--- config.mk ---
export PLATFORM = sky130hd
export DESIGN_NAME = motor_stall_alarm_fsm
export DESIGN_NICKNAME = d
export VERILOG_FILES = /design/src/rtl/core/msa_pkg.sv /design/src/rtl/core/msa_cfg_regs.sv /design/src/rtl/core/msa_core.sv /design/src/rtl/core/motor_stall_alarm_fsm.sv
export SDC_FILE = /design/constraint.sdc
export NUM_CORES = 1
export LEC_CHECK = 0
export BUFFER_PORTS_ARGS = -buffer_cell sky130_fd_sc_hd__buf_2
export CORE_UTILIZATION = 23
export CTS_CLUSTER_SIZE = 12
export DETAILED_ROUTE_END_ITERATION = 6
export SYNTH_ARGS = -nofsm -noshare
export SYNTH_HDL_FRONTEND = slang
export SYNTH_SLANG_ARGS = --single-unit
export TNS_END_PERCENT = 50
--- constraint.sdc ---
create_clock -name clk -period 5.4 [get_ports clk]
set_clock_uncertainty 0.2 [all_clocks]
set_input_delay 0.27 -clock clk [delete_from_list [all_inputs] [get_ports clk]]
set_output_delay 0.27 -clock clk [all_outputs]
set_load 0.01 [all_outputs]
--- src/rtl/core/msa_pkg.sv ---
// Shared types, codes and reset values for the motor stall alarm block.
// No dependencies; used by every module under rtl/core.
`default_nettype none

package msa_pkg;

	// Fixed widths of the item fields that do not scale with a parameter
	localparam int CFG_BITS = 16;
	localparam int RPM_BITS = 16;
	localparam int DIR_BITS = 2;
	localparam int MODE_BITS = 2;

	// Field bits of an input item other than the speed setpoint
	localparam int IN_FIXED_BITS = 3 + 1 + DIR_BITS + RPM_BITS;
	// Field bits of a result item other than the speed setpoint
	localparam int RES_FIXED_BITS = MODE_BITS + 1 + DIR_BITS + 1 + 1;

	// Parameter defaults
	localparam int SPEED_BITS_DEF = 10;
	localparam int TIMER_BITS_DEF = 16;

	// Register reset values
	localparam logic [CFG_BITS-1:0] STALL_TICKS_RST = 16'd1000;
	localparam logic [CFG_BITS-1:0] ALARM_TICKS_RST = 16'd5000;
	localparam logic [CFG_BITS-1:0] BUZZ_HALF_RST = 16'd250;

	// Direction codes
	localparam logic [DIR_BITS-1:0] DIR_STOP = 2'd0;
	localparam logic [DIR_BITS-1:0] DIR_CW = 2'd1;
	localparam logic [DIR_BITS-1:0] DIR_CCW = 2'd2;
	localparam logic [DIR_BITS-1:0] DIR_BAD = 2'd3;

	typedef enum logic [MODE_BITS-1:0] {
		MODE_STOPPED = 2'd0,
		MODE_RUNNING = 2'd1,
		MODE_ALARM = 2'd2,
		MODE_FAULT = 2'd3
	} mode_t;

	typedef enum logic [1:0] {
		CFG_STALL_TICKS = 2'd0,
		CFG_ALARM_TICKS = 2'd1,
		CFG_BUZZ_HALF = 2'd2
	} cfg_idx_t;

	typedef struct packed {
		logic [CFG_BITS-1:0] stall_ticks;
		logic [CFG_BITS-1:0] alarm_ticks;
		logic [CFG_BITS-1:0] buzzer_half_period;
	} cfg_regs_t;

endpackage

`default_nettype wire

--- src/rtl/core/msa_cfg_regs.sv ---
// Configuration register file: stall, alarm and buzzer timing.
// Depends on msa_pkg.
`default_nettype none

module msa_cfg_regs (
	input  wire logic                             clk,
	input  wire logic                             arst_n,
	input  wire logic                             wr_en,
	input  wire logic [1:0]                       wr_index,
	input  wire logic [msa_pkg::CFG_BITS-1:0]     wr_data,
	output msa_pkg::cfg_regs_t                    cfg
);

	msa_pkg::cfg_regs_t cfg_q;

	always_ff @(posedge clk or negedge arst_n) begin
		if (!arst_n) begin
			cfg_q.stall_ticks <= msa_pkg::STALL_TICKS_RST;
			cfg_q.alarm_ticks <= msa_pkg::ALARM_TICKS_RST;
			cfg_q.buzzer_half_period <= msa_pkg::BUZZ_HALF_RST;
		end else if (wr_en) begin
			unique case (msa_pkg::cfg_idx_t'(wr_index))
				msa_pkg::CFG_STALL_TICKS: cfg_q.stall_ticks <= wr_data;
				msa_pkg::CFG_ALARM_TICKS: cfg_q.alarm_ticks <= wr_data;
				msa_pkg::CFG_BUZZ_HALF: cfg_q.buzzer_half_period <= wr_data;
				default: ; // unused index, write dropped
			endcase
		end
	end

	assign cfg = cfg_q;

endmodule

`default_nettype wire

--- src/rtl/core/msa_core.sv ---
// Supervisor state machine: mode, drive, stall/alarm/buzzer timers, one tick per step.
// Depends on msa_pkg.
`default_nettype none

module msa_core #(
	parameter int SPEED_BITS = msa_pkg::SPEED_BITS_DEF,
	parameter int TIMER_BITS = msa_pkg::TIMER_BITS_DEF
) (
	input  wire logic                                          clk,
	input  wire logic                                          arst_n,
	input  wire logic                                          step,
	input  wire msa_pkg::cfg_regs_t                            cfg,
	input  wire logic [msa_pkg::IN_FIXED_BITS+SPEED_BITS-1:0]  item,
	output logic [msa_pkg::RES_FIXED_BITS+SPEED_BITS-1:0]      res
);

	localparam int CMP_W = (TIMER_BITS > msa_pkg::CFG_BITS) ? TIMER_BITS : msa_pkg::CFG_BITS;
	localparam logic [TIMER_BITS-1:0] TMAX = {TIMER_BITS{1'b1}};

	// item unpack, lowest field first
	logic                             start_press, stop_press, speed_valid, dir_toggle;
	logic [SPEED_BITS-1:0]            speed_value;
	logic [msa_pkg::DIR_BITS-1:0]     measured_dir;
	logic [msa_pkg::RPM_BITS-1:0]     rpm_value;
	logic                             turning;

	assign start_press = item[0];
	assign stop_press = item[1];
	assign speed_valid = item[2];
	assign speed_value = item[3 +: SPEED_BITS];
	assign dir_toggle = item[3+SPEED_BITS];
	assign measured_dir = item[4+SPEED_BITS +: msa_pkg::DIR_BITS];
	assign rpm_value = item[6+SPEED_BITS +: msa_pkg::RPM_BITS];
	assign turning = (rpm_value != '0);

	msa_pkg::mode_t                 mode_q, mode_d;
	logic [SPEED_BITS-1:0]          speed_q, speed_d;
	logic [msa_pkg::DIR_BITS-1:0]   dir_q, dir_d;
	logic                           motor_q, motor_d;
	logic                           armed_q, armed_d;
	logic [TIMER_BITS-1:0]          stall_cnt_q, stall_cnt_d;
	logic [TIMER_BITS-1:0]          alarm_cnt_q, alarm_cnt_d;
	logic [TIMER_BITS-1:0]          buzz_cnt_q, buzz_cnt_d;
	logic                           led_q, led_d;
	logic                           alarm_q, alarm_d;

	// saturating increments
	logic [TIMER_BITS-1:0] stall_inc, alarm_inc, buzz_inc;
	assign stall_inc = (stall_cnt_q == TMAX) ? stall_cnt_q : stall_cnt_q + 1'b1;
	assign alarm_inc = (alarm_cnt_q == TMAX) ? alarm_cnt_q : alarm_cnt_q + 1'b1;
	assign buzz_inc = (buzz_cnt_q == TMAX) ? buzz_cnt_q : buzz_cnt_q + 1'b1;

	logic stall_hit, alarm_hit, buzz_hit;
	assign stall_hit = CMP_W'(stall_inc) >= CMP_W'(cfg.stall_ticks);
	assign alarm_hit = CMP_W'(alarm_inc) >= CMP_W'(cfg.alarm_ticks);
	assign buzz_hit = CMP_W'(buzz_inc) >= CMP_W'(cfg.buzzer_half_period);

	always_ff @(posedge clk or negedge arst_n) begin
		if (!arst_n) begin
			mode_q <= msa_pkg::MODE_STOPPED;
			speed_q <= '0;
			dir_q <= msa_pkg::DIR_STOP;
			motor_q <= 1'b0;
			armed_q <= 1'b0;
			stall_cnt_q <= '0;
			alarm_cnt_q <= '0;
			buzz_cnt_q <= '0;
			led_q <= 1'b0;
			alarm_q <= 1'b0;
		end else if (step) begin
			mode_q <= mode_d;
			speed_q <= speed_d;
			dir_q <= dir_d;
			motor_q <= motor_d;
			armed_q <= armed_d;
			stall_cnt_q <= stall_cnt_d;
			alarm_cnt_q <= alarm_cnt_d;
			buzz_cnt_q <= buzz_cnt_d;
			led_q <= led_d;
			alarm_q <= alarm_d;
		end
	end

	always_comb begin
		mode_d = mode_q;
		speed_d = speed_q;
		dir_d = dir_q;
		motor_d = motor_q;
		armed_d = armed_q;
		stall_cnt_d = stall_cnt_q;
		alarm_cnt_d = alarm_cnt_q;
		buzz_cnt_d = buzz_cnt_q;
		led_d = led_q;
		alarm_d = alarm_q;

		unique case (mode_q)
			msa_pkg::MODE_STOPPED: begin
				if (speed_valid) speed_d = speed_value;
				if (start_press && !stop_press) begin
					dir_d = (measured_dir == msa_pkg::DIR_BAD) ? msa_pkg::DIR_STOP : measured_dir;
					motor_d = 1'b1;
					armed_d = 1'b1;
					stall_cnt_d = '0;
					mode_d = msa_pkg::MODE_RUNNING;
				end
			end
			msa_pkg::MODE_RUNNING: begin
				if (stop_press) begin
					motor_d = 1'b0;
					armed_d = 1'b0;
					stall_cnt_d = '0;
					mode_d = msa_pkg::MODE_STOPPED;
				end else begin
					priority if (speed_valid) begin
						speed_d = speed_value;
					end else if (dir_toggle) begin
						dir_d = (measured_dir == msa_pkg::DIR_CW) ? msa_pkg::DIR_CCW
							: msa_pkg::DIR_CW;
					end else if (turning) begin
						armed_d = 1'b0;
						stall_cnt_d = '0;
					end else if (!armed_q) begin
						armed_d = 1'b1;
						stall_cnt_d = '0;
					end
					// count only while armed across the whole tick
					if (armed_q && armed_d) begin
						if (stall_hit) begin
							armed_d = 1'b0;
							stall_cnt_d = '0;
							alarm_cnt_d = '0;
							buzz_cnt_d = '0;
							alarm_d = 1'b0;
							mode_d = msa_pkg::MODE_ALARM;
						end else begin
							stall_cnt_d = stall_inc;
						end
					end
				end
			end
			msa_pkg::MODE_ALARM: begin
				priority if (stop_press) begin
					motor_d = 1'b0;
					led_d = 1'b0;
					alarm_d = 1'b0;
					mode_d = msa_pkg::MODE_STOPPED;
				end else if (turning) begin
					led_d = 1'b0;
					alarm_d = 1'b0;
					armed_d = 1'b0;
					stall_cnt_d = '0;
					mode_d = msa_pkg::MODE_RUNNING;
				end else begin
					alarm_cnt_d = alarm_inc;
					if (alarm_hit) begin
						led_d = 1'b1;
						alarm_d = 1'b1;
						motor_d = 1'b0;
						mode_d = msa_pkg::MODE_FAULT;
					end else if (buzz_hit) begin
						alarm_d = !alarm_q;
						buzz_cnt_d = '0;
					end else begin
						buzz_cnt_d = buzz_inc;
					end
				end
			end
			msa_pkg::MODE_FAULT: begin
				if (stop_press) begin
					led_d = 1'b0;
					alarm_d = 1'b0;
					mode_d = msa_pkg::MODE_STOPPED;
				end
			end
			default: ;
		endcase
	end

	// result: state after the tick, lowest field first
	assign res = {alarm_d, led_d, dir_d, speed_d, motor_d, mode_d};

`ifndef SYNTH
	a_motor_mode: assert property (@(posedge clk) disable iff (!arst_n)
		motor_q == (mode_q == msa_pkg::MODE_RUNNING || mode_q == msa_pkg::MODE_ALARM))
		else $error("motor enable disagrees with mode");
	a_led_fault: assert property (@(posedge clk) disable iff (!arst_n)
		led_q == (mode_q == msa_pkg::MODE_FAULT))
		else $error("fault LED disagrees with mode");
	a_armed_run: assert property (@(posedge clk) disable iff (!arst_n)
		armed_q |-> (mode_q == msa_pkg::MODE_RUNNING))
		else $error("stall timer armed outside running mode");
`endif

endmodule

`default_nettype wire

--- src/rtl/core/motor_stall_alarm_fsm.sv ---
// Top level of the motor stall supervisor: input register, config regs, result register.
// Depends on msa_pkg, msa_cfg_regs and msa_core.
//
// Channel   Dir  Handshake              Payload
// s_axis    in   tvalid/tready          tdata: one tick with button/speed/dir events and rpm
// m_axis    out  tvalid/tready          tdata: mode, drive, setpoint, direction, LED, buzzer
// cfg       in   cfg_valid/cfg_ready    cfg_index (register), cfg_data (16-bit value)
//
// One result beat per input beat, one beat per cycle sustained while m_axis_tready stays high.
// Path: the input register loads at the input accept edge; the single-pass state update
// then lands in the result register once that held beat is processed.
// Stalls: a held result blocks the input register, which then holds at most one beat.
// Reset clears the mode, timers, outputs and config to their defaults; no clearing pass.
// Config writes are always taken; they are meant to arrive only while the block is idle.
`default_nettype none

module motor_stall_alarm_fsm #(
	parameter int SPEED_BITS = msa_pkg::SPEED_BITS_DEF,
	parameter int TIMER_BITS = msa_pkg::TIMER_BITS_DEF
) (
	input  wire logic clk,
	input  wire logic arst_n,

	// tdata, lowest bit up: start_press, stop_press, speed_valid, speed_value,
	// dir_toggle, measured_dir, rpm_value, zero fill
	input  wire logic                                        s_axis_tvalid,
	output logic                                             s_axis_tready,
	input  wire logic [((msa_pkg::IN_FIXED_BITS+SPEED_BITS+7)/8)*8-1:0] s_axis_tdata,

	// tdata, lowest bit up: mode, motor_on, speed_out, dir_out, led_on, alarm_on, zero fill
	output logic                                             m_axis_tvalid,
	input  wire logic                                        m_axis_tready,
	output logic [((msa_pkg::RES_FIXED_BITS+SPEED_BITS+7)/8)*8-1:0] m_axis_tdata,

	input  wire logic                                        cfg_valid,
	output logic                                             cfg_ready,
	input  wire logic [1:0]                                  cfg_index,
	input  wire logic [msa_pkg::CFG_BITS-1:0]                cfg_data
);

	localparam int IN_BITS = msa_pkg::IN_FIXED_BITS + SPEED_BITS;
	localparam int RES_BITS = msa_pkg::RES_FIXED_BITS + SPEED_BITS;
	localparam int OUT_W = ((RES_BITS + 7) / 8) * 8;

	msa_pkg::cfg_regs_t cfg;

	assign cfg_ready = 1'b1;

	msa_cfg_regs u_cfg (
		.clk      (clk),
		.arst_n   (arst_n),
		.wr_en    (cfg_valid && cfg_ready),
		.wr_index (cfg_index),
		.wr_data  (cfg_data),
		.cfg      (cfg)
	);

	// input register
	logic                in_valid_s1;
	logic [IN_BITS-1:0]  in_item_s1;
	// result register
	logic                out_valid_q;
	logic [RES_BITS-1:0] out_res_q;

	logic step;      // the held beat is processed this cycle
	logic res_next;  // result register loads this cycle

	logic [RES_BITS-1:0] res;

	assign step = in_valid_s1 && (!out_valid_q || m_axis_tready);
	assign s_axis_tready = !in_valid_s1 || step;

	always_ff @(posedge clk or negedge arst_n) begin
		if (!arst_n) begin
			in_valid_s1 <= 1'b0;
		end else if (s_axis_tready) begin
			in_valid_s1 <= s_axis_tvalid;
		end
	end

	always_ff @(posedge clk) begin
		if (s_axis_tready && s_axis_tvalid) in_item_s1 <= s_axis_tdata[IN_BITS-1:0];
	end

	msa_core #(
		.SPEED_BITS (SPEED_BITS),
		.TIMER_BITS (TIMER_BITS)
	) u_core (
		.clk    (clk),
		.arst_n (arst_n),
		.step   (step),
		.cfg    (cfg),
		.item   (in_item_s1),
		.res    (res)
	);

	assign res_next = step;

	always_ff @(posedge clk or negedge arst_n) begin
		if (!arst_n) begin
			out_valid_q <= 1'b0;
		end else if (res_next) begin
			out_valid_q <= 1'b1;
		end else if (m_axis_tready) begin
			out_valid_q <= 1'b0;
		end
	end

	always_ff @(posedge clk) begin
		if (res_next) out_res_q <= res;
	end

	assign m_axis_tvalid = out_valid_q;
	assign m_axis_tdata = OUT_W'(out_res_q);

`ifndef SYNTH
	a_step_result: assert property (@(posedge clk) disable iff (!arst_n)
		step |=> m_axis_tvalid)
		else $error("processed beat produced no result");
	a_hold_input: assert property (@(posedge clk) disable iff (!arst_n)
		(in_valid_s1 && !step) |=> (in_valid_s1 && $stable(in_item_s1)))
		else $error("waiting input beat lost or changed");
	a_hold_result: assert property (@(posedge clk) disable iff (!arst_n)
		(m_axis_tvalid && !m_axis_tready) |=> (m_axis_tvalid && $stable(m_axis_tdata)))
		else $error("waiting result beat lost or changed");
`endif

endmodule

`default_nettype wire

# Word-level counts from Yosys, hierarchy flattened

Cells that the tools add are included.
W data, S select, Z words.

ROM bits: 0
Logic and storage cells: 145
Bits in latches: 0
Memories: 0
Register bits after elaboration: 165
RAM bits: 0

Order comparisons: 3
Shift-type cells: 0
Bitwise logic cells: 0
Div/mod/pow operators: 0
Reduce and logical (&&, ||, !) cells: 23
Add/subtract/negate cells: 3
Multiply operators: 0
Multiplexer cells: 78
Equality and inequality tests: 21

Operator list:

| kind                    | count |
|---|---|
| $mux W16                | 22 |
| $pmux W16 S2            | 2 |
| $add A16 B1 Y16 const B | 3 |
| $eq A16 B16 Y1 const B  | 3 |
| $ge A16 B16 Y1          | 3 |
| $pmux W16 S3            | 1 |
| $mux W1                 | 30 |
| $mux W2                 | 14 |
| $mux W10                | 2 |
| $pmux W10 S2            | 1 |
| $reduce_and A8 Y1       | 2 |
| $reduce_bool A16 Y1     | 1 |
| $pmux W1 S3             | 3 |
| $eq A2 B2 Y1 const B    | 4 |
| $ne A2 B1 Y1 const B    | 4 |
| $ne A2 B2 Y1 const B    | 4 |
| $ne A4 B3 Y1 const B    | 2 |
| $pmux W2 S4             | 1 |
| $reduce_and A7 Y1       | 1 |
| $eq A2 B1 Y1 const B    | 3 |
| $reduce_and A2 Y1       | 3 |
| $ne A5 B4 Y1 const B    | 1 |
| $reduce_and A5 Y1       | 1 |
| $logic_and A1 B1 Y1     | 4 |
| 7 further kinds         | 13 |

# Logic depth before layout (Yosys ltp)

Gate-level depths: netlist (run 1).

Word-level depth: 10
Gate-level depth with buffers: 18
Mapped depth without buffers: 15

# By module

From an unflattened synthesis (run 1), not the netlist that was laid out.

Cells, all modules: 832
Area total of the unflattened synthesis: 9043.7 µm²

Modules (own cells, without submodules):

| module                | area each (µm²) | cells each | instances |
|---|---|---|---|
| msa_core              | 5564.1          | 663        | 1 |
| msa_cfg_regs          | 1836.8          | 102        | 1 |
| motor_stall_alarm_fsm | 1642.8          | 67         | 1 |

# Worst setup path before layout (run 1)

Ideal clock, no wire load.

Path kind: reg-to-reg
Start point: register u_core.alarm_cnt_q[0]
End point: register u_core.buzz_cnt_q[5]
Buffers on the path: 1
Required time: 5.113 ns
Arrival time: 3.566 ns
Cell stages (with the launch flop): 16
Setup slack: 1.547 ns
Clock period less this slack: 3.853 ns
Cells stage by stage: dfrtp_1 ha_1 nand2_1 or3_1 or3_1 buf_2 nand3_1 xnor2_1 ha_1 a21oi_1 o21ai_0 a221o_1 a21oi_2 inv_1 or4_1 o211ai_1

Cells in the longest elaborated chain, start to end: 5

RTL lines:

| what                                                     | line           | text |
|---|---|---|
| start, declared                                          | msa_core.sv:42 | `logic [TIMER_BITS-1:0] alarm_cnt_q, alarm_cnt_d;` |
| start signal, assigned                                   | msa_core.sv:77 | `alarm_cnt_q <= alarm_cnt_d;` |
| $add A16 B1 Y16 / $eq A16 B16 Y1 (equally long branches) | msa_core.sv:50 | `assign alarm_inc = (alarm_cnt_q == TMAX) ? alarm_cnt_q : alarm_cnt_q + 1'b1;` |
| $mux W16 (*)                                             | msa_core.sv:50 |  |
| $ge A16 B16 Y1 (*)                                       | msa_core.sv:55 | `assign alarm_hit = CMP_W'(alarm_inc) >= CMP_W'(cfg.alarm_ticks);` |
| $ne A2 B2 Y1 (no line) (*)                               | -              |  |
| $reduce_and A8 Y1 (no line) (*)                          | -              |  |
| end signal, assigned                                     | msa_core.sv:78 | `buzz_cnt_q <= buzz_cnt_d;` |
| end, declared                                            | msa_core.sv:43 | `logic [TIMER_BITS-1:0] buzz_cnt_q, buzz_cnt_d;` |

Mark *: on every way between the ends. The rest lies on a longest branch, timed or not.
A chain may end at the register's enable or synchronous reset.

# Worst setup path in the final report (run 1)

Start point: register u_core.alarm_cnt_q[0]
End point: register u_core.buzz_cnt_q[6]

The elaborated chain is that of the path after synthesis.

==> flow_metrics.tcl, run 1 <==
set metrics [dict create \
    status "finished clean" \
    crit_path_start_kind "register" \
    cp_max_fo 12 \
    cp_common_cell "or3_1" \
    clock.fmax_ghz 0.216 \
    critPathArrivalTime_ps 4740 \
    die_w_um 199 \
    period_needed_ps 4620 \
    seqCellArea_sq_um 4400 \
    diodes 0 \
    pre_cts_ws_ps 815 \
    cts_resized 0 \
    totalWireLength_um 21400 \
    nFillCells 4006 \
    synthToLayoutAreaGrowth_pct 22.4 \
    dpl.hpwl_um 15300 \
    p_int_mw 2.33 \
    gr-total-overflow 0 \
    ir_drop_mv 0.219 \
    multi_input_area_sq_um 4160 \
    grt_pass1_vias 6784 \
    min_path_type "input pin to register" \
    cts_tree "yes" \
    syn-cell-area_sq_um 8960 \
    grt_pass1_wl_um 34800 \
    cts_sinks 165 \
    sequentialPowerShare_pct 48.0 \
    start_util_pct 23.6 \
    rrSetupSlack_ps 780 \
    p_per_area_nw_per_um2 291 \
    setup_violations 0 \
    gp_congestion 0.835 \
    hold_viol_final 0 \
    ys_async_sr_fraction_pct 70.3 \
    timing.setup.tns_ps 0 \
    worst-setup-path-type "register to register" \
    crit_chain "ha_1 > nand2_1 > or3_1 > or3_1 > nand4_1 > or3_1 > nand2_1 > ha_1 > a211oi_1 > o21ai_1 > a21oi_2 > nor2_1 > or2_0 > o32ai_1" \
    p_leak_nw 4.69 \
    drive_above_1_share_pct 19.9 \
    firstDrtPassIters 5 \
    clock_path_buffers 2 \
    cts_made_buffers 17 \
    cp_top_family "simple AND/OR/NAND/NOR gates" \
    period_share_pct 85.6 \
    syn_inst 876 \
    synth_top_area_share_pct 27.7 \
    synth_seq_area_share_pct 49.1 \
    fp.dieH_um 199 \
    worst_path_max_delay_cell "or3_1" \
    via_count 6819 \
    grt_usage_pct 11.2 \
    synthMostInstantiatedCell "nand2_1" \
    cts-root-buf "clkbuf_16" \
    comb_power_share_pct 14.3 \
    clk_pin_slew_ps 70 \
    antenna_found_initial 0 \
    synth_edf_count 49 \
    worst_pin_slew_ps 1220 \
    ys_warn_count 0 \
    p_switching_mw 0.865 \
    ys.flop_type "dfrtp_1" \
    switching_share_pct 27.1 \
    wl_per_cell_um 14.1 \
    clock_latency_ps 430 \
    fin_hold_ws_ps 154 \
    grt_setup_unrepaired "false" \
    fin_nets 1103 \
    drcViolationCount 0 \
    cp_num_buf_inv 0 \
    relSlewSlack_pct 18.6 \
    io_buffer_count 73 \
    netlist_top_cells_count "nand2_1, dfrtp_1, o21ai_0, inv_1, ha_1" \
    avgViaCountPerCell 4.48 \
    worst_path_largest_cell_delay_ps 530 \
    ant_nets 0 \
    htreeDepth 4 \
    synth.top_cells.by_area "dfrtp_1, edfxtp_1, ha_1" \
    syn-mean-instance-area_sq_um 10.2 \
    setup_ws_ps 777 \
    drv_slew 0 \
    synth_top_cell_by_area "dfrtp_1" \
    die_area_sq_um 39700 \
    yosysUniqueCellTypes 68 \
    cp.required_ps 5520 \
    core_sq_um 38000 \
    synth_seq_cells 165 \
    fp-row-count 71 \
    post_cts_buffers 0 \
    grt_max_degree 66 \
    clkPwrFrac_pct 37.7 \
    end_kind "register" \
    drt-initial-drc-count 291 \
    drv_cap 0 \
    ios 82 \
]
cell usage in the layout (no fill, tap or decap), types with 9 or more instances in the layout:
cell,synthesis,routed
nand2_1,128,128
dfrtp_1,99,99
buf_2,8,72
o21ai_0,63,63
inv_1,57,57
dlygate4sd3_1,0,52
ha_1,51,51
edfxtp_1,49,49
mux2_2,48,48
nor2_1,40,40
nand3_1,26,26
a21oi_1,25,25
xnor2_1,17,17
clkbuf_16,0,17
dfstp_2,17,17
nand2b_1,15,15
o21ai_1,12,12
nand4_1,11,11
o21a_1,11,11
a22o_1,11,11
buf_4,8,11
or3_1,10,10
xor2_1,10,10
and3_1,9,9
o31ai_1,9,9
state kept, by name, indices dropped and copies added (netlist names):
name	count
u_cfg.cfg	48
in_item_s1	32
out_res_q	17
u_core.alarm_cnt_q	16
u_core.buzz_cnt_q	16
u_core.stall_cnt_q	16
u_core.speed_q	10
u_core.dir_q	2
u_core.mode_q	2
in_valid_s1	1
m_axis_tvalid	1
u_core.alarm_q	1
u_core.armed_q	1
u_core.led_q	1
u_core.motor_q	1
through the flow:
stage / cells / area [sq um] / utilization [%] / power (mW)
final: 1521 / 11000 / 28.8 / 3.19
after global routing: 1521 / 11000 / 28.8 / 3.36
after CTS: 1521 / 11000 / 28.8 / 3.23
after detailed placement: 1437 / 9860 / 25.9 / 1.98
after global placement: 1437 / 9860 / 25.9 / 1.97
after floorplan: 882 / 8980 / - / 1.83
timing repair:
item | CTS | global route
setup endpoints to repair | 0 | 0
hold buffers | 52 | 0
hold endpoints to repair | 144 | 0
final cells by class:
class	instances	area share (%)
well taps	511	5.83
repair buffers	135	8.79
multi-input cells	620	38.0
clock buffers	18	4.01
inverters	58	1.99
clock inverters	14	1.32
flip-flops and latches	165	40.1
power by group through the flow:
stage	combinational [mW]	clock, mW	sequential [mW]
floorplan	0.290	0	1.54
global placement	0.422	0	1.55
detailed placement	0.430	0	1.55
CTS	0.465	1.24	1.53
global route	0.522	1.29	1.55
finish	0.457	1.20	1.53
final timing paths:
| path | cells past startpoint | startpoint | to |
|---|---|---|---|
| worst max-delay path | 14 | u_core.alarm_cnt_q[0]$_DFFE_PN0P_ | u_core.buzz_cnt_q[6]$_DFFE_PN0P_ |
| worst min-delay path | 5 | cfg_index[1] | u_cfg.cfg[39]$_DFFE_PN1P_ |
| worst max register to register | 14 | u_core.alarm_cnt_q[0]$_DFFE_PN0P_ | u_core.buzz_cnt_q[6]$_DFFE_PN0P_ |
| worst min register to register | 1 | u_core.stall_cnt_q[8]$_DFFE_PN0P_ | u_core.stall_cnt_q[8]$_DFFE_PN0P_ |
| max in group asynchronous | 3 | arst_n | u_cfg.cfg[34]$_DFFE_PN0P_ |
| min in group asynchronous | 2 | arst_n | u_core.speed_q[2]$_DFFE_PN0P_ |
tightest hold or removal path, stage by stage:
cell	delay (ps)
buf_2	100
nor3b_2	40
buf_4	210
nand2_1	90
o21ai_0	60
routing by layer:
layer | share of wire [%] | track usage, % | wire length (um) | up-vias
li1 | - | - | - | 3359
met1 | 46 | 14.0 | 9890 | 3264
met2 | 48 | 19.1 | 10300 | 164
met3 | 3.3 | 2.01 | 713 | 32
met4 | 2.1 | 3.87 | 450 | 0
met5 | 0 | 0 | 0 | -
kinds of logic after synthesis:
family	Yosys count	share of synthesized area [%]
AO/OA/AOI/OAI	191	14.0
XOR/XNOR	27	2.64
adder cells (fa/ha/maj)	51	7.12
buffers and inverters	97	4.76
flip-flops	165	49.1
multiplexers	50	6.26
other	2	0.0838
AND/OR/NAND/NOR	293	16.0
Power figures use the tool's default switching activity.
==> run 2: changes to the inputs <==
CTS_BUF_LIST = sky130_fd_sc_hd__clkbuf_16   (was default)
MAX_ROUTING_LAYER = met4   (was default)
==> run 2 against run 1 <==
Non-clock buffer count unchanged. Setup slack worse by 13 ps. Final cell count unchanged. Core utilization about the same. Flip-flop and latch count unchanged. Combinational power about the same. Register-to-register slack about the same. Global-route usage up 0.31 points. Critical endpoint unchanged. Largest cell class unchanged.
==> flow_metrics.tcl, run 2 (synthesis gave the netlist of run 1 again) <==
set metrics [dict create \
    die_area_sq_um 39700 \
    worst-setup-path-type "register to register" \
    cp_common_cell "or3_1" \
    critPathArrivalTime_ps 4750 \
    drcViolationCount 0 \
    hold_viol_final 0 \
    utilization_pct 28.8 \
    dpl.hpwl_um 15300 \
    wl_per_cell_um 14.0 \
    place_inst 1437 \
    fin_nets 1103 \
    fin_hold_ws_ps 156 \
    power_mw 3.17 \
    ff2ff_path_depth 14 \
    via_count 6805 \
    io_buffer_count 73 \
    setup_ws_ps 764 \
    cp_max_fo 12 \
    cts_sinks 165 \
    firstDrtPassIters 5 \
    cts_resized 0 \
    layout_commonest_cell "nand2_1" \
    clock.fmax_ghz 0.216 \
    period_share_pct 85.9 \
    ant_nets 0 \
    p_leak_nw 4.69 \
    rrSetupSlack_ps 760 \
    p_per_area_nw_per_um2 290 \
    totalWireLength_um 21300 \
    synthToLayoutAreaGrowth_pct 22.3 \
    cts-root-buf "clkbuf_16" \
    drv_cap 0 \
    clock_path_buffers 2 \
    period_needed_ps 4640 \
    ir_drop_mv 0.218 \
    clock_latency_ps 430 \
    min-delay-start "cfg_index[1]" \
    stdcell_count 1521 \
    drv_slew 0 \
    diodes 0 \
    holdPathStages 5 \
    end_kind "register" \
    timing.setup.tns_ps 0 \
    gp_congestion 0.848 \
    clk_pin_slew_ps 70 \
    grt_pass1_vias 6801 \
    postLayoutCellArea_sq_um 11000 \
    die_w_um 199 \
    setup_violations 0 \
    grt_pass1_wl_um 34700 \
    min_to "u_cfg.cfg[39]$_DFFE_PN1P_" \
    relSlewSlack_pct 18.2 \
    r2r_end "u_core.buzz_cnt_q[6]$_DFFE_PN0P_" \
    start_util_pct 23.6 \
    placed_cell_area_sq_um 9860 \
    fp-row-count 71 \
    grt_setup_unrepaired "false" \
    status "finished clean" \
    pre_cts_ws_ps 815 \
    drive_above_1_share_pct 19.8 \
    min_path_type "input pin to register" \
    gr-total-overflow 0 \
    drt-initial-drc-count 312 \
    largest_reg_flops 48 \
    worst_path_largest_cell_delay_ps 540 \
    avgViaCountPerCell 4.47 \
    cts_tree "yes" \
    core_sq_um 38000 \
    htreeDepth 4 \
    grt_usage_pct 11.5 \
    ios 82 \
    antenna_found_initial 0 \
    fp.dieH_um 199 \
    cp.required_ps 5520 \
    grt_max_degree 66 \
    crit_chain "ha_1 > nand2_1 > or3_1 > or3_1 > nand4_1 > or3_1 > nand2_1 > ha_1 > a211oi_1 > o21ai_1 > a21oi_2 > nor2_1 > or2_0 > o32ai_1" \
    crit_path_start_kind "register" \
    post_cts_buffers 0 \
    final_cell_mix "nand2_1, dfrtp_1, buf_2" \
    worst_path_max_delay_cell "or3_1" \
    r2r_start "u_core.alarm_cnt_q[0]$_DFFE_PN0P_" \
    worst_pin_slew_ps 1220 \
    cts_made_buffers 17 \
]
==> run 2: cell types whose count changed in the layout (fill, tap and decap cells not counted), sizes merged <==
cell,change
clkinv,+1
clkbuf,-1
==> run 2: power breakdown <==
group	internal [mW]	total (mW)	switching, mW
combinational	0.211	0.456	0.246
clock	0.646	1.19	0.541
sequential	1.46	1.53	0.0755
==> run 2: layer usage <==
metal	part of all wire (%)	up-vias	global-route usage (%)
li1	-	3356	-
met1	46	3266	14.0
met2	49	152	19.2
met3	3.0	31	1.89
met4	2.0	0	3.87
met5	0	-	-
==> run 2: worst max path at each step <==
stage	from	endpoint
floorplan	u_core.alarm_cnt_q[0]$_DFFE_PN0P_	u_core.buzz_cnt_q[5]$_DFFE_PN0P_
global placement	u_core.alarm_cnt_q[0]$_DFFE_PN0P_	u_core.buzz_cnt_q[0]$_DFFE_PN0P_
detailed placement	u_core.alarm_cnt_q[0]$_DFFE_PN0P_	u_core.buzz_cnt_q[6]$_DFFE_PN0P_
CTS	u_core.alarm_cnt_q[0]$_DFFE_PN0P_	u_core.buzz_cnt_q[6]$_DFFE_PN0P_
global route	u_core.alarm_cnt_q[0]$_DFFE_PN0P_	u_core.buzz_cnt_q[6]$_DFFE_PN0P_
finish	u_core.alarm_cnt_q[0]$_DFFE_PN0P_	u_core.buzz_cnt_q[6]$_DFFE_PN0P_
==> run 2: area by class of cell <==
| cell class | instances | area (sq um) |
|---|---|---|
| Inverter | 58 | 218 |
| Multi-Input combinational cell | 620 | 4160 |
| Fill cell | 4008 | 27100 |
| Timing Repair Buffer | 135 | 963 |
| Tap cell | 511 | 639 |
| Clock inverter | 15 | 149 |
| Clock buffer | 17 | 425 |
| Sequential cell | 165 | 4400 |
==> run 2: what timing repair did <==
action | CTS | global route
endpoints found under the hold margin | 144 | 0
endpoints found under the setup margin | 0 | 0
hold buffers | 52 | 0
==> run 2: critical path: cells and delay by family (launching register included) <==
kind                       cells  cell delay (ps)
adders and majority gates      2              540
DFF                            1              430
and+or+nand+nor                8             2230
AOI/OAI and AO/OA              4             1120
==> run 3: changes to the inputs <==
RECOVER_POWER = 25   (was default)
==> run 3 against run 2 <==
The run now ends with max-capacitance violations, max-slew violations left. Via count barely moved. Combinational power fell by 2%. Worst hold slack improved by 110 ps. Fmax barely moved. Global-route usage did not move. Core utilization fell by 0.12 points. Critical path type unchanged.
==> flow_metrics.tcl, run 3 (synthesis gave the netlist of run 1 again) <==
set metrics [dict create \
    layout_commonest_cell "nand2_1" \
    cts_made_buffers 17 \
    cp_num_buf_inv 0 \
    via_count 6806 \
    critPathArrivalTime_ps 4750 \
    die_area_sq_um 39700 \
    diodes 0 \
    setup_violations 0 \
    end_kind "register" \
    fin_nets 1103 \
    holdBufCountCts 52 \
    largest_reg_flops 48 \
    cp_max_fo 12 \
    grt_usage_pct 11.5 \
    dpl.hpwl_um 15300 \
    worst_pin_slew_ps 3970 \
    final_cell_mix "nand2_1, dfrtp_1, o21ai_0" \
    cts_tree "yes" \
    drcViolationCount 0 \
    ff2ff_path_depth 14 \
    die_w_um 199 \
    relSlewSlack_pct -165 \
    worst_path_max_delay_cell "or3_1" \
    cp_common_cell "or3_1" \
    r2r_start "u_core.alarm_cnt_q[0]$_DFFE_PN0P_" \
    grt_pass1_vias 6801 \
    nFillCells 4028 \
    ios 82 \
    p_per_area_nw_per_um2 290 \
    fp-row-count 71 \
    htreeDepth 4 \
    startpoint "u_core.alarm_cnt_q[0]$_DFFE_PN0P_" \
    cts_resized 0 \
    start_util_pct 23.6 \
    grt_max_degree 66 \
    clock.fmax_ghz 0.216 \
    crit_path_start_kind "register" \
    drv_slew 66 \
    cp.required_ps 5510 \
    clk_pin_slew_ps 70 \
    synthToLayoutAreaGrowth_pct 21.8 \
    gp_congestion 0.848 \
    drive_above_1_share_pct 16.7 \
    status "finished, violations left" \
    violations "max-capacitance violations, max-slew violations" \
    ir_drop_mv 0.218 \
    antenna_found_initial 0 \
    avgViaCountPerCell 4.47 \
    worst-setup-path-type "register to register" \
    crit_chain "ha_1 > nand2_1 > or3_1 > or3_1 > nand4_1 > or3_1 > nand2_1 > ha_1 > a211oi_1 > o21ai_1 > a21oi_2 > nor2_1 > or2_0 > o32ai_1" \
    grt_pass1_wl_um 34700 \
    drv_cap 1 \
    min_path_type "register to register" \
    post_cts_buffers 0 \
    gr-total-overflow 0 \
    rrSetupSlack_ps 770 \
    hold_viol_final 0 \
    core_sq_um 38000 \
    firstDrtPassIters 7 \
    wl_per_cell_um 14.0 \
    cp.depth 14 \
    ant_nets 0 \
    p_leak_nw 4.60 \
    io_buffer_count 73 \
    cts_sinks 165 \
    totalWireLength_um 21300 \
    endpoint "u_core.buzz_cnt_q[6]$_DFFE_PN0P_" \
    period_share_pct 85.8 \
    r2r_end "u_core.buzz_cnt_q[6]$_DFFE_PN0P_" \
    cts-root-buf "clkbuf_16" \
    period_needed_ps 4630 \
    drt-initial-drc-count 323 \
    setup_ws_ps 767 \
    timing.setup.tns_ps 0 \
    grt_setup_unrepaired "false" \
    worst_path_largest_cell_delay_ps 540 \
    fp.dieH_um 199 \
    cp_top_family "simple AND/OR/NAND/NOR gates" \
    clock_path_buffers 2 \
    pre_cts_ws_ps 815 \
    clock_latency_ps 430 \
]
-- run 3: cell types whose count changed in the layout (fill, tap and decap cells not counted) --
cell | before | now
buf_4 | 11 | 9
clkbuf_1 | 0 | 31
buf_2 | 72 | 42
clkbuf_2 | 0 | 1
-- run 3: stage by stage --
stage                     total power, mW  util, %  instances  hold slack, ps  instance area [sq um]
after floorplan                      1.83        -        882            -226                   8980
after CTS                            3.22     28.8       1521             142                  11000
final                                3.17     28.7       1521             270                  10900
after detailed placement             1.98     25.9       1437             248                   9860
after global placement               1.97     25.9       1437             246                   9860
after global routing                 3.34     28.7       1521             294                  10900
-- run 3: routing by layer --
metal | up-vias | wire [um] | global-route usage, %
met4 | 0 | 479 | 3.87
met2 | 147 | 10300 | 19.2
met1 | 3268 | 9860 | 14.0
met5 | - | 0 | -
li1 | 3357 | - | -
met3 | 34 | 631 | 1.89
-- run 3: how the worst min path moves through the flow --
stage                                        endpoint  slack [ps]  cells past startpoint                         startpoint
floorplan                     in_valid_s1$_DFFE_PN0N_        -230                      0                             arst_n
global placement              in_item_s1[6]$_DFFE_PP_         250                      1                    s_axis_tdata[6]
detailed placement            in_item_s1[4]$_DFFE_PP_         250                      1                    s_axis_tdata[4]
CTS                         u_cfg.cfg[39]$_DFFE_PN1P_         140                      5                       cfg_index[1]
global route        u_core.stall_cnt_q[8]$_DFFE_PN0P_         290                      1  u_core.stall_cnt_q[8]$_DFFE_PN0P_
finish              u_core.stall_cnt_q[8]$_DFFE_PN0P_         270                      1  u_core.stall_cnt_q[8]$_DFFE_PN0P_
-- run 3: where the power goes --
group	internal [mW]	total, mW	switching [mW]
clock	0.646	1.19	0.539
sequential	1.46	1.53	0.0757
combinational	0.204	0.449	0.245
total	2.31	3.17	0.860
-- run 3: cell type report --
| class | instances | area, sq um | share of cell area, % |
|---|---|---|---|
| well taps | 511 | 639 | 5.86 |
| multi-input cells | 620 | 4160 | 38.2 |
| flip-flops and latches | 165 | 4400 | 40.3 |
| inverters | 58 | 218 | 2.00 |
| clock buffers | 17 | 425 | 3.90 |
| repair buffers | 135 | 920 | 8.43 |
| clock inverters | 15 | 149 | 1.36 |
